--- config.mk ---
export PLATFORM = sky130hd
export DESIGN_NAME = keypad_code_lock_top
export DESIGN_NICKNAME = d
export VERILOG_FILES = /design/src/hw/rtl/kcl_pkg.sv /design/src/hw/rtl/kcl_match.sv /design/src/hw/rtl/kcl_otc_mem.sv /design/src/hw/rtl/keypad_code_lock_top.sv
export SDC_FILE = /design/constraint.sdc
export NUM_CORES = 2
export LEC_CHECK = 0
export BUFFER_PORTS_ARGS = -buffer_cell sky130_fd_sc_hd__buf_2
export CORE_MARGIN = 2
export CORE_UTILIZATION = 25
export CTS_CLUSTER_SIZE = 24
export DETAILED_ROUTE_END_ITERATION = 10
export HOLD_SLACK_MARGIN = 0.1
export PLACE_DENSITY_LB_ADDON = 0.1
export SKIP_LAST_GASP = 1
export SLEW_MARGIN = 15
export SYNTH_ARGS = -nofsm -noshare
export SYNTH_HDL_FRONTEND = slang
export SYNTH_SLANG_ARGS = --single-unit
--- constraint.sdc ---
create_clock -name clk_i -period 11.7 [get_ports clk_i]
set_input_delay 1.17 -clock clk_i [delete_from_list [all_inputs] [get_ports clk_i]]
set_output_delay 1.17 -clock clk_i [all_outputs]
set_load 0.03 [all_outputs]
--- src/hw/rtl/kcl_pkg.sv ---
// Types, constants and event codes of the keypad code lock.
`default_nettype none
package kcl_pkg;

  localparam int unsigned ENTRY_LEN_DEF   = 8;
  localparam int unsigned TABLE_DEPTH_DEF = 16;

  localparam int unsigned CODE_W = 64;
  localparam int unsigned LEN_W  = 4;
  localparam int unsigned CHAR_W = 8;

  localparam logic [CODE_W-1:0] MASTER_CODE_RESET = 64'h3939_3939_3939_3939;
  localparam logic [LEN_W-1:0]  MASTER_LEN_RESET  = 4'd8;
  localparam logic [CODE_W-1:0] STAR_CODE         = 64'h0000_0000_002A_2A2A;
  localparam logic [LEN_W-1:0]  STAR_LEN          = 4'd3;

  // Register select is address bit 3: registers lie 8 bytes apart.
  localparam logic REG_MASTER_CODE = 1'b0;
  localparam logic REG_MASTER_LEN  = 1'b1;

  localparam logic REQ_KEY  = 1'b0;
  localparam logic REQ_LOAD = 1'b1;

  typedef enum logic [2:0] {
    EV_NONE    = 3'd0,
    EV_MASTER  = 3'd1,
    EV_ONETIME = 3'd2,
    EV_LOCKED  = 3'd3,
    EV_STORED  = 3'd4,
    EV_FULL    = 3'd5
  } event_e;

  typedef struct packed {
    logic [LEN_W-1:0]  len;
    logic [CODE_W-1:0] code;
  } otc_entry_t;

  typedef struct packed {
    logic       en;
    otc_entry_t data;
  } otc_wr_t;

endpackage
`default_nettype wire

--- src/hw/rtl/kcl_match.sv ---
// Shared compare unit: does a code of given length equal the current entry.
`default_nettype none
module kcl_match (
  input  logic [kcl_pkg::CODE_W-1:0] code_i,
  input  logic [kcl_pkg::LEN_W-1:0]  len_i,
  input  logic [kcl_pkg::CODE_W-1:0] entry_i,
  input  logic [kcl_pkg::LEN_W-1:0]  count_i,
  output logic                       match_o
);
  import kcl_pkg::*;

  localparam int unsigned NBYTES = CODE_W / CHAR_W;

  logic [CODE_W-1:0] mask;

  always_comb begin
    mask = '0;
    for (int b = 0; b < NBYTES; b++) begin
      if (LEN_W'(b) < len_i) begin
        mask[CHAR_W*b +: CHAR_W] = '1;
      end
    end
  end

  // Lengths above the entry size can never equal the count, so they never match.
  assign match_o = (len_i == count_i) && (((code_i ^ entry_i) & mask) == '0);

endmodule
`default_nettype wire

--- src/hw/rtl/kcl_otc_mem.sv ---
// One-time code table storage: one write port, one registered read port.
`default_nettype none
module kcl_otc_mem #(
  parameter  int unsigned DEPTH = kcl_pkg::TABLE_DEPTH_DEF,
  localparam int unsigned IDX_W = (DEPTH > 1) ? $clog2(DEPTH) : 1
) (
  input  logic                clk_i,
  input  kcl_pkg::otc_wr_t    wr_i,
  input  logic [IDX_W-1:0]    wr_addr_i,
  input  logic [IDX_W-1:0]    rd_addr_i,
  output kcl_pkg::otc_entry_t rd_data_o
);
  import kcl_pkg::*;

  otc_entry_t otc_mem_q [DEPTH];
  otc_entry_t rd_data_q;

  always_ff @(posedge clk_i) begin
    if (wr_i.en) begin
      otc_mem_q[wr_addr_i] <= wr_i.data;
    end
  end

  always_ff @(posedge clk_i) begin
    rd_data_q <= otc_mem_q[rd_addr_i];
  end

  assign rd_data_o = rd_data_q;

endmodule
`default_nettype wire

--- src/hw/rtl/keypad_code_lock_top.sv ---
// Keypad code lock: entry buffer, lock state and one-time code table scan.
//
//  channel | dir | handshake             | payload
//  --------+-----+-----------------------+--------------------------------------------------
//  s_axis  | in  | s_axis_tvalid/tready  | tdata key, load_code, load_length; tuser req_type
//  m_axis  | out | m_axis_tvalid/tready  | tdata echo_valid .. codes_left
//  apb     | in  | psel, penable, pwrite | 0x0 master_code, 0x8 master_length
//
// A key item passes APPLY, CHECK and RESP when the master code or the lock entry
// decides it, and SCAN between CHECK and RESP when the table is scanned, one entry per
// cycle through the single compare unit and the table's read port.
// A load item passes FREE, one slot checked per cycle, and then RESP.
// The result waits in an output register; the next item is taken meanwhile.
// A stalled result holds only the final step. Reset clears lock, entry and
// table valid bits at once; no clearing pass.
`default_nettype none
module keypad_code_lock_top #(
  parameter int unsigned ENTRY_LEN   = kcl_pkg::ENTRY_LEN_DEF,
  parameter int unsigned TABLE_DEPTH = kcl_pkg::TABLE_DEPTH_DEF
) (
  input  logic        clk_i,
  input  logic        rst_ni,
  // Input item
  input  logic        s_axis_tvalid,
  output logic        s_axis_tready,
  // [7:0] key, [71:8] load_code, [75:72] load_length, [79:76] zero
  input  logic [79:0] s_axis_tdata,
  // [0] req_type
  input  logic        s_axis_tuser,
  // Result item
  output logic        m_axis_tvalid,
  input  logic        m_axis_tready,
  // [0] echo_valid, [8:1] echo_char, [9] clear_before, [12:10] event_res,
  // [13] lock_state, [18:14] codes_left, [23:19] zero
  output logic [23:0] m_axis_tdata,
  // Configuration
  input  logic        psel,
  input  logic        penable,
  input  logic        pwrite,
  input  logic [3:0]  paddr,
  input  logic [63:0] pwdata,
  output logic [63:0] prdata,
  output logic        pready
);
  import kcl_pkg::*;

  localparam int unsigned IDX_W = (TABLE_DEPTH > 1) ? $clog2(TABLE_DEPTH) : 1;
  localparam int unsigned CNT_W = $clog2(TABLE_DEPTH + 1);
  localparam logic [IDX_W-1:0] LAST_IDX = IDX_W'(TABLE_DEPTH - 1);
  localparam logic [LEN_W-1:0] ENTRY_MAX = LEN_W'(ENTRY_LEN);
  localparam int unsigned NBYTES = CODE_W / CHAR_W;

  typedef enum logic [5:0] {
    ST_IDLE  = 6'b000001,
    ST_APPLY = 6'b000010,
    ST_CHECK = 6'b000100,
    ST_SCAN  = 6'b001000,
    ST_FREE  = 6'b010000,
    ST_RESP  = 6'b100000
  } state_e;

  state_e state_q, state_d;

  // Configuration registers
  logic [CODE_W-1:0] master_code_q;
  logic [LEN_W-1:0]  master_len_q;

  // Lock state
  logic              locked_q, locked_d;
  logic [CODE_W-1:0] entry_q, entry_d;
  logic [LEN_W-1:0]  count_q, count_d;
  logic [TABLE_DEPTH-1:0] valid_q, valid_d;
  logic [CNT_W-1:0]  cnt_q, cnt_d;
  logic [IDX_W-1:0]  idx_q, idx_d;

  // Latched input item
  logic [CHAR_W-1:0] key_q;
  logic [CODE_W-1:0] lcode_q;
  logic [LEN_W-1:0]  llen_q;

  // Result under construction
  logic              echo_q, echo_d;
  logic [CHAR_W-1:0] echo_char_q, echo_char_d;
  logic              clear_q, clear_d;
  event_e            event_q, event_d;

  // Output register
  logic              out_valid_q, out_valid_d;
  logic [23:0]       out_data_q, out_data_d;

  // Table and compare unit
  otc_wr_t           wr;
  logic [IDX_W-1:0]  rd_addr;
  otc_entry_t        rd_data;
  logic [CODE_W-1:0] cmp_code;
  logic [LEN_W-1:0]  cmp_len;
  logic              cmp_match;
  logic              in_accept;
  logic              out_free;
  logic              idx_last;

  kcl_otc_mem #(
    .DEPTH (TABLE_DEPTH)
  ) u_mem (
    .clk_i     (clk_i),
    .wr_i      (wr),
    .wr_addr_i (idx_q),
    .rd_addr_i (rd_addr),
    .rd_data_o (rd_data)
  );

  kcl_match u_match (
    .code_i  (cmp_code),
    .len_i   (cmp_len),
    .entry_i (entry_q),
    .count_i (count_q),
    .match_o (cmp_match)
  );

  assign in_accept = s_axis_tvalid && s_axis_tready;
  assign out_free  = !out_valid_q || m_axis_tready;
  assign idx_last  = (idx_q == LAST_IDX);

  // The compare unit sees the master or lock code first, then table entries.
  always_comb begin
    if (state_q == ST_SCAN) begin
      cmp_code = rd_data.code;
      cmp_len  = rd_data.len;
    end else if (locked_q) begin
      cmp_code = master_code_q;
      cmp_len  = master_len_q;
    end else begin
      cmp_code = STAR_CODE;
      cmp_len  = STAR_LEN;
    end
  end

  // Read one entry ahead so that each scan cycle finds its data registered.
  assign rd_addr = (state_q == ST_SCAN && !idx_last) ? idx_q + IDX_W'(1) : '0;

  assign wr.en        = (state_q == ST_FREE) && !valid_q[idx_q];
  assign wr.data.code = lcode_q;
  assign wr.data.len  = llen_q;

  always_comb begin
    state_d     = state_q;
    locked_d    = locked_q;
    entry_d     = entry_q;
    count_d     = count_q;
    valid_d     = valid_q;
    cnt_d       = cnt_q;
    idx_d       = idx_q;
    echo_d      = echo_q;
    echo_char_d = echo_char_q;
    clear_d     = clear_q;
    event_d     = event_q;
    out_valid_d = out_valid_q;
    out_data_d  = out_data_q;

    if (m_axis_tready) begin
      out_valid_d = 1'b0;
    end

    unique case (state_q)
      ST_IDLE: begin
        if (in_accept) begin
          echo_d      = 1'b0;
          echo_char_d = '0;
          clear_d     = 1'b0;
          event_d     = EV_NONE;
          idx_d       = '0;
          state_d     = (s_axis_tuser == REQ_LOAD) ? ST_FREE : ST_APPLY;
        end
      end
      ST_APPLY: begin
        clear_d = (count_q == '0);
        if (count_q < ENTRY_MAX) begin
          echo_d      = 1'b1;
          echo_char_d = key_q;
          count_d     = count_q + LEN_W'(1);
          for (int b = 0; b < NBYTES; b++) begin
            if (count_q == LEN_W'(b)) begin
              entry_d[CHAR_W*b +: CHAR_W] = key_q;
            end
          end
        end
        state_d = ST_CHECK;
      end
      ST_CHECK: begin
        if (cmp_match) begin
          locked_d = !locked_q;
          entry_d  = '0;
          count_d  = '0;
          event_d  = locked_q ? EV_MASTER : EV_LOCKED;
          state_d  = ST_RESP;
        end else if (locked_q) begin
          idx_d   = '0;
          state_d = ST_SCAN;
        end else begin
          state_d = ST_RESP;
        end
      end
      ST_SCAN: begin
        if (valid_q[idx_q] && cmp_match) begin
          valid_d[idx_q] = 1'b0;
          cnt_d          = cnt_q - CNT_W'(1);
          locked_d       = 1'b0;
          entry_d        = '0;
          count_d        = '0;
          event_d        = EV_ONETIME;
          state_d        = ST_RESP;
        end else if (idx_last) begin
          state_d = ST_RESP;
        end else begin
          idx_d = idx_q + IDX_W'(1);
        end
      end
      ST_FREE: begin
        if (!valid_q[idx_q]) begin
          valid_d[idx_q] = 1'b1;
          cnt_d          = cnt_q + CNT_W'(1);
          event_d        = EV_STORED;
          state_d        = ST_RESP;
        end else if (idx_last) begin
          event_d = EV_FULL;
          state_d = ST_RESP;
        end else begin
          idx_d = idx_q + IDX_W'(1);
        end
      end
      ST_RESP: begin
        if (out_free) begin
          out_valid_d = 1'b1;
          out_data_d  = {5'b0, 5'(cnt_q), locked_q, event_q, clear_q, echo_char_q, echo_q};
          state_d     = ST_IDLE;
        end
      end
      default: begin
        state_d = ST_IDLE;
      end
    endcase
  end

  always_ff @(posedge clk_i or negedge rst_ni) begin
    if (!rst_ni) begin
      state_q       <= ST_IDLE;
      locked_q      <= 1'b0;
      entry_q       <= '0;
      count_q       <= '0;
      valid_q       <= '0;
      cnt_q         <= '0;
      idx_q         <= '0;
      out_valid_q   <= 1'b0;
      master_code_q <= MASTER_CODE_RESET;
      master_len_q  <= MASTER_LEN_RESET;
    end else begin
      state_q     <= state_d;
      locked_q    <= locked_d;
      entry_q     <= entry_d;
      count_q     <= count_d;
      valid_q     <= valid_d;
      cnt_q       <= cnt_d;
      idx_q       <= idx_d;
      out_valid_q <= out_valid_d;
      if (psel && penable && pwrite) begin
        unique case (paddr[3])
          REG_MASTER_CODE: master_code_q <= pwdata;
          REG_MASTER_LEN:  master_len_q  <= pwdata[LEN_W-1:0];
          default:         master_len_q  <= master_len_q;
        endcase
      end
    end
  end

  // Payload registers
  always_ff @(posedge clk_i) begin
    echo_q      <= echo_d;
    echo_char_q <= echo_char_d;
    clear_q     <= clear_d;
    event_q     <= event_d;
    out_data_q  <= out_data_d;
    if (in_accept) begin
      key_q   <= s_axis_tdata[7:0];
      lcode_q <= s_axis_tdata[71:8];
      llen_q  <= s_axis_tdata[75:72];
    end
  end

  assign s_axis_tready = (state_q == ST_IDLE);
  assign m_axis_tvalid = out_valid_q;
  assign m_axis_tdata  = out_data_q;
  assign pready        = 1'b1;
  assign prdata        = (paddr[3] == REG_MASTER_LEN) ? {60'b0, master_len_q} : master_code_q;

endmodule
`default_nettype wire

### Yosys cells after proc, flatten, opt, wreduce, memory -nomap -nowiden

Memory sizes are Yosys's and may differ from the RTL's. A register that Yosys moved wholly into a read port is not among the register bits.
Index checks and enable logic that the tools add are counted.

* reductions and logical operators: 39
* equality and inequality tests: 34
* $lt $le $gt $ge: 11
* mux-type cells: 78
* bitwise logic cells: 6
* add/subtract/negate cells: 4

Operator list (number)
* 64-bit two-way mux: 6
* 64-bit one-hot mux with 3 select lines: 1
* 8-bit two-way mux: 18
* 64-bit bitwise AND: 1
* 64-bit zero test: 1
* 64-bit bitwise XOR: 1
* 4-bit two-way mux: 12
* 5-bit AND reduction: 9
* 6-bit two-way mux: 7
* 6-bit one-hot mux with 6 select lines: 1
* 16-bit two-way mux: 2
* 16-bit one-hot mux with 2 select lines: 1
* 2-bit != test (second input constant): 15
* 16-bit bitwise AND: 1
* 4-bit by 3-bit == test with 1-bit output (second input constant): 4
* 3-bit by 4-bit < comparator with 1-bit output (first input constant): 4
* 16-bit NOT: 1
* 16-bit OR: 1
* 4-bit one-hot mux with 4 select lines: 1
* 8-bit one-hot mux with 2 select lines: 1
* 3-bit two-way mux: 5
* 5-bit two-way mux: 3
* 3-bit one-hot mux with 4 select lines: 1
* 4-bit one-hot mux with 3 select lines: 1
* other kinds (38): 74

* register bits: 277
* logic and storage cells: 198
* bits in writable memories: 1088
* memories: 1
* output and inout port bits: 91

Memories
* u_mem.otc_mem_q: words 16, bits a word 68, read ports 1, clocked after Yosys merged registers in 1, write ports 1, line kcl_otc_mem.sv:15 `otc_entry_t otc_mem_q [DEPTH];`

### Logic depth before layout (Yosys ltp)

* depth after elaboration: 10
* gate-level depth with buffers: 16

### By module

A second synthesis with hierarchy kept.

* cells, all modules: 2827
* area, all modules: 54928.9 sq um

Modules (own cells, without submodules)
* kcl_otc_mem: area an instance 41979.0 sq um, cells each 1750, instances 1
* keypad_code_lock_top: area an instance 12125.4 sq um, cells each 976, instances 1
* kcl_match: area an instance 824.5 sq um, cells each 101, instances 1

### Worst setup path after synthesis

No wires, ideal clock.

* path type: reg2reg
* start: register idx_q[0]
* end: memory u_mem.otc_mem_q[1][0] (netlist name) (enable)
* cell stages (with the launch flop): 6
* path buffers: 1
* clock period less this slack: 9.378 ns
* data arrival time: 8.712 ns
* library setup time: 0.666 ns
* data required time: 11.034 ns
* path slack: 2.322 ns
* cell sequence: dfrtp_1 clkbuf_1 mux4_2 mux4_2 nor2_1 nor4bb_1

* cells in the longest elaborated chain, start to end: 6

RTL lines
* from (decl): line keypad_code_lock_top.sv:74 `logic [IDX_W-1:0] idx_q, idx_d;`
* from (signal assigned): line keypad_code_lock_top.sv:263 `idx_q <= idx_d;`
* 1-bit binary-select mux with 4-bit select: line keypad_code_lock_top.sv:141 `assign wr.en = (state_q == ST_FREE) && !valid_q[idx_q];`
* 1-bit two-way mux (not written as such): line keypad_code_lock_top.sv:141
* 1-bit zero test
* 1-bit logical AND: line keypad_code_lock_top.sv:141
* 1-bit two-way mux: line kcl_otc_mem.sv:19 `if (wr_i.en) begin`
* 1-bit two-way mux (not written as such): line kcl_otc_mem.sv:20 `otc_mem_q[wr_addr_i] <= wr_i.data;`
* to (decl): line kcl_otc_mem.sv:15

Several ways; a longest one is shown, not always the timed one. The select of a mux whose other input is x is not followed.

### Final worst setup path

* start: register state_q[5]
* end: register entry_q[61]

* cells in the longest elaborated chain, start to end: 10

RTL lines
* from (decl): line keypad_code_lock_top.sv:62 `state_e state_q, state_d;`
* from (signal assigned): line keypad_code_lock_top.sv:257 `state_q <= state_d;`
* 6-bit by 4-bit == test with 1-bit output: line keypad_code_lock_top.sv:126, keypad_code_lock_top.sv:164
* 4-bit two-way mux: line keypad_code_lock_top.sv:126 `if (state_q == ST_SCAN) begin`
* 1-bit by 4-bit < comparator with 1-bit output, or another cell as far along: line kcl_match.sv:19 `if (LEN_W'(b) < len_i) begin`
* 8-bit two-way mux: line kcl_match.sv:19
* 64-bit bitwise AND: line kcl_match.sv:26 `assign match_o = (len_i == count_i) && (((code_i ^ entry_i) & mask) == '0);`
* 64-bit zero test: line kcl_match.sv:26
* 1-bit logical AND: line kcl_match.sv:26
* 1-bit logical AND: line keypad_code_lock_top.sv:204 `if (valid_q[idx_q] && cmp_match) begin`
* 2-bit by 1-bit != test with 1-bit output (no line)
* 5-bit AND reduction (no line)
* to (signal assigned): line keypad_code_lock_top.sv:259 `entry_q <= entry_d;`
* to (decl): line keypad_code_lock_top.sv:70 `logic [CODE_W-1:0] entry_q, entry_d;`

Several ways; a longest one is shown, not always the timed one.
A chain may end at the register's enable or synchronous reset.

==> reports/results.tsv <==
stage	metric	value	unit
status	outcome	complete, no violations	
placement	Post-Place Cells	6330	
synthesis	synth unique cells	73	
layout	Nets	3679	
floorplanning	Die H	478	um
floorplanning	Initial Util	0.251	
layout	Post-Layout Cell Count	6657	
cts	CTS tree	yes	
critical_path	Crit Path Max Fanout	65	
floorplanning	Std-Cell Rows	174	
critical_path	CP Capture Type	flip-flop	
pwr	worst vdd ir	0.118	mV
detailed_routing	DR vias/cell	4.75	
cts	Post-CTS Repair Setup Buffers	0	
cts	Num CTS Buffers	171	
sta	Clock Skew	0.0419	ns
global_routing	largest net degree at the start of global routing	134	
synthesis	Post-Synthesis Cells	3263	
layout	most common cell after layout, fill and taps aside	edfxtp_1	
sta	Final setup viols	0	
synthesis	mux cell area share after synthesis	0.0993	
cts	hold_buf cts	0	
layout	Area growth, synth to finish	18.2	%
synthesis	Post-synth EDFFs	1196	
critical_path	FF-to-FF setup slack	6.06	ns
detailed_routing	DR pass1 iterations	5	
critical_path	CP Launch Type	flip-flop	
pwr	pwr/cell area	203	nW/um^2
global_routing	initial antenna violation count	13	
detailed_routing	routed via count	31606	
sta	Slew Viols, Final	0	
global_routing	grt total ovfl	0	
detailed_routing	residual DRC count	0	
floorplanning	Core Area	224000	sq um
layout	layout cells sized above 1	0.249	
critical_path	Setup CP Type	reg2reg	
synthesis	yosys synthesis warning count	0	
synthesis	syn_area_per_cell	17.2	sq um
pwr	Pleak	22.2	nW
critical_path	worst reg2reg path depth	13	
placement	Final Wtd Congestion	0.746	
synthesis	post-synthesis compound-gate area fraction	0.0944	
detailed_routing	WL/cell	26.8	um
sta	Worst-Margin Slew	1.10	ns
synthesis	Simple-Gate Fraction of Synth Area	0.0381	
sta	Fin Setup TNS	0	ns
floorplanning	io pins	247	
detailed_routing	Detailed Route Iter0 Violations	2442	
cts	CTS sink count	1433	
global_routing	Total Routing Usage GR	0.154	
hold_path	HP Class	in2async	
floorplanning	Die Wd	478	um
layout	footprint of the multi-input gates	13500	sq um
sta	post-layout min period	5.64	ns
floorplanning	Die ar.	229000	sq um
sta	RSZ-0062 raised after global routing	false	
detailed_routing	antenna viol nets, final	0	
cts	clk_lat worst skew	0.82	ns
critical_path	Worst R2R End	entry_q[61]	
critical_path	start of the worst register-to-register path	state_q[5]	
cts	Clock Tree Root	clkbuf_16	
synthesis	cell area after synthesis	56200	sq um
critical_path	Crit path arrival time	6.28	ns
global_routing	first-pass GRT wire length	252000	um
layout	fin util	0.296	
placement	Port Buffers	233	
layout	commonest non-fill, non-tap cells in the layout	1196 x edfxtp_1, 232 x buf_2, 209 x mux4_2	
synthesis	Synth Area in Adders	0.00280	
placement	HPWL Detailed	97900	um
sta	Final period util	0.482	
synthesis	largest family of logic cells by synthesized area	multiplexers	
job	maxcap violations	0	
synthesis	flops & latches, synth	1433	
cts	Reg clk slew, reported paths	0.06	ns
cts	CTS Buffer Depth	3	
synthesis	top_reg_cell synth	edfxtp_1	
critical_path	CP required	12.35	ns
layout	Register Area	41600	sq um
sta	fmax	177	MHz
synthesis	async set-reset flop share out of synthesis	0.118	
sta	Max-Slew Margin vs Limit	0.265	
layout	fillers	22211	
synthesis	XOR/XNOR Fraction of Synth Area	0.00265	
cts	CTS resizes	0	
cts	H-Tree Depth	4	
sta	Fin. Hold Viols	0	
detailed_routing	DRT Wirelength	179000	um
synthesis	Seq/Total Area, Yosys	0.739	
global_routing	vias in the first global route	31615	
## logic make-up after synthesis
| family | count (synthesis) |
|---|---|
| flops | 1433 |
| buf+inv | 323 |
| simple gates | 382 |
| mux | 287 |
| compound gates | 807 |
| other cells | 2 |
| xor+xnor | 17 |
| fa+ha+maj | 12 |
## report_power, final
| group | total [mW] | internal, mW | switching (mW) |
|---|---|---|---|
| clock | 5.18 | 3.02 | 2.16 |
| combinational | 1.57 | 0.541 | 1.03 |
| sequential | 6.76 | 6.20 | 0.559 |
## cells in the mapped netlist (4+ instances only)
cell       count  area share
buf_2         27      0.0024
nand2b_1       9      0.0010
dfrtp_1      135       0.060
buf_1         28      0.0019
mux4_2       209       0.084
ha_1          11      0.0024
and3_1        47      0.0052
xnor2_1       15      0.0023
a31oi_1       57      0.0063
inv_1         87      0.0058
nor4_1         7     0.00078
buf_6          7      0.0014
a221oi_1      29      0.0045
nor3_1        16      0.0014
a21o_1        18      0.0024
nor2_1        94      0.0063
o211ai_1      39      0.0052
o221ai_1     141       0.022
nand4_1       10      0.0011
a211o_1        4     0.00062
clkbuf_1     165       0.011
buf_4          9      0.0012
and4_1        30      0.0047
dfstp_2       34       0.016
dfxtp_1       68       0.024
o22ai_1      139       0.015
nand3_1       28      0.0025
a2111oi_0      7      0.0011
a21oi_1       89      0.0079
o21ai_0      187       0.017
nand2_1       42      0.0028
nand3b_1       7     0.00093
edfxtp_1    1196        0.64
a31o_2         4     0.00062
o21ai_1       52      0.0046
nor2b_1       66      0.0073
a211oi_1       9      0.0012
mux2_2        75       0.015
## state kept, by name, summed over array words and instances, names as in the netlist, 3 cells and up, named ones only
register,cells
cnt_q,5
count_q,4
echo_char_q,8
entry_q,64
event_q,3
idx_q,4
key_q,8
lcode_q,64
llen_q,4
m_axis_tdata,19
master_code_q,64
master_len_q,4
state_q,6
u_mem.otc_mem_q,1088
u_mem.rd_data_o,68
## layer usage
metal / global-route usage / part of all wire / vias up
met3: 0.0296 / 0.049 / 246
li1: - / - / 13851
met2: 0.233 / 0.45 / 817
met5: 0 / 0.000073 / -
met4: 0.0454 / 0.024 / 2
met1: 0.223 / 0.48 / 16690
## worst max-delay path, cell delays in order, from the launching register on
cell,delay (ns)
dfrtp_1,0.45
or4_4,0.66
buf_4,0.35
nor2_4,0.47
buf_4,0.49
o21ai_0,0.16
a2111o_1,0.44
o41a_1,0.43
a2111oi_4,0.37
nand4b_4,0.27
nor2_4,0.21
mux2_2,0.17
buf_4,0.67
o21ai_0,0.19
## final cells by class
class / instances / share of cell area
timing repair buffer: 307 / 0.0266
antenna: 4 / 0.000151
sequential: 1433 / 0.625
multi-input combinational: 1511 / 0.204
clock buffer: 253 / 0.0732
inverter: 87 / 0.00510
tap: 2992 / 0.0564
clock inverter: 70 / 0.00938
## how the worst max path moves through the flow
stage                                  to       start  depth (start not counted)
detailed placement            entry_q[56]  state_q[5]                         13
global placement              entry_q[59]  state_q[5]                         13
floorplan           u_mem.otc_mem_q[1][0]    idx_q[0]                          5
finish                        entry_q[61]  state_q[5]                         13
CTS                           entry_q[56]  state_q[5]                         13
global route                  entry_q[55]  state_q[5]                         13
## through the flow
stage	area (sq um)	hold WS, ns	total power, mW	setup WS, ns
2_1_floorplan	56200	0.400	7.68	2.32
3_3_place_gp	60900	0.405	8.46	6.11
5_1_grt	66400	0.360	14.1	5.90
3_5_place_dp	60900	0.405	8.48	6.08
4_1_cts	66400	0.347	13.7	6.03
6_report	66400	0.331	13.5	6.06
Power figures use the tool's default switching activity.
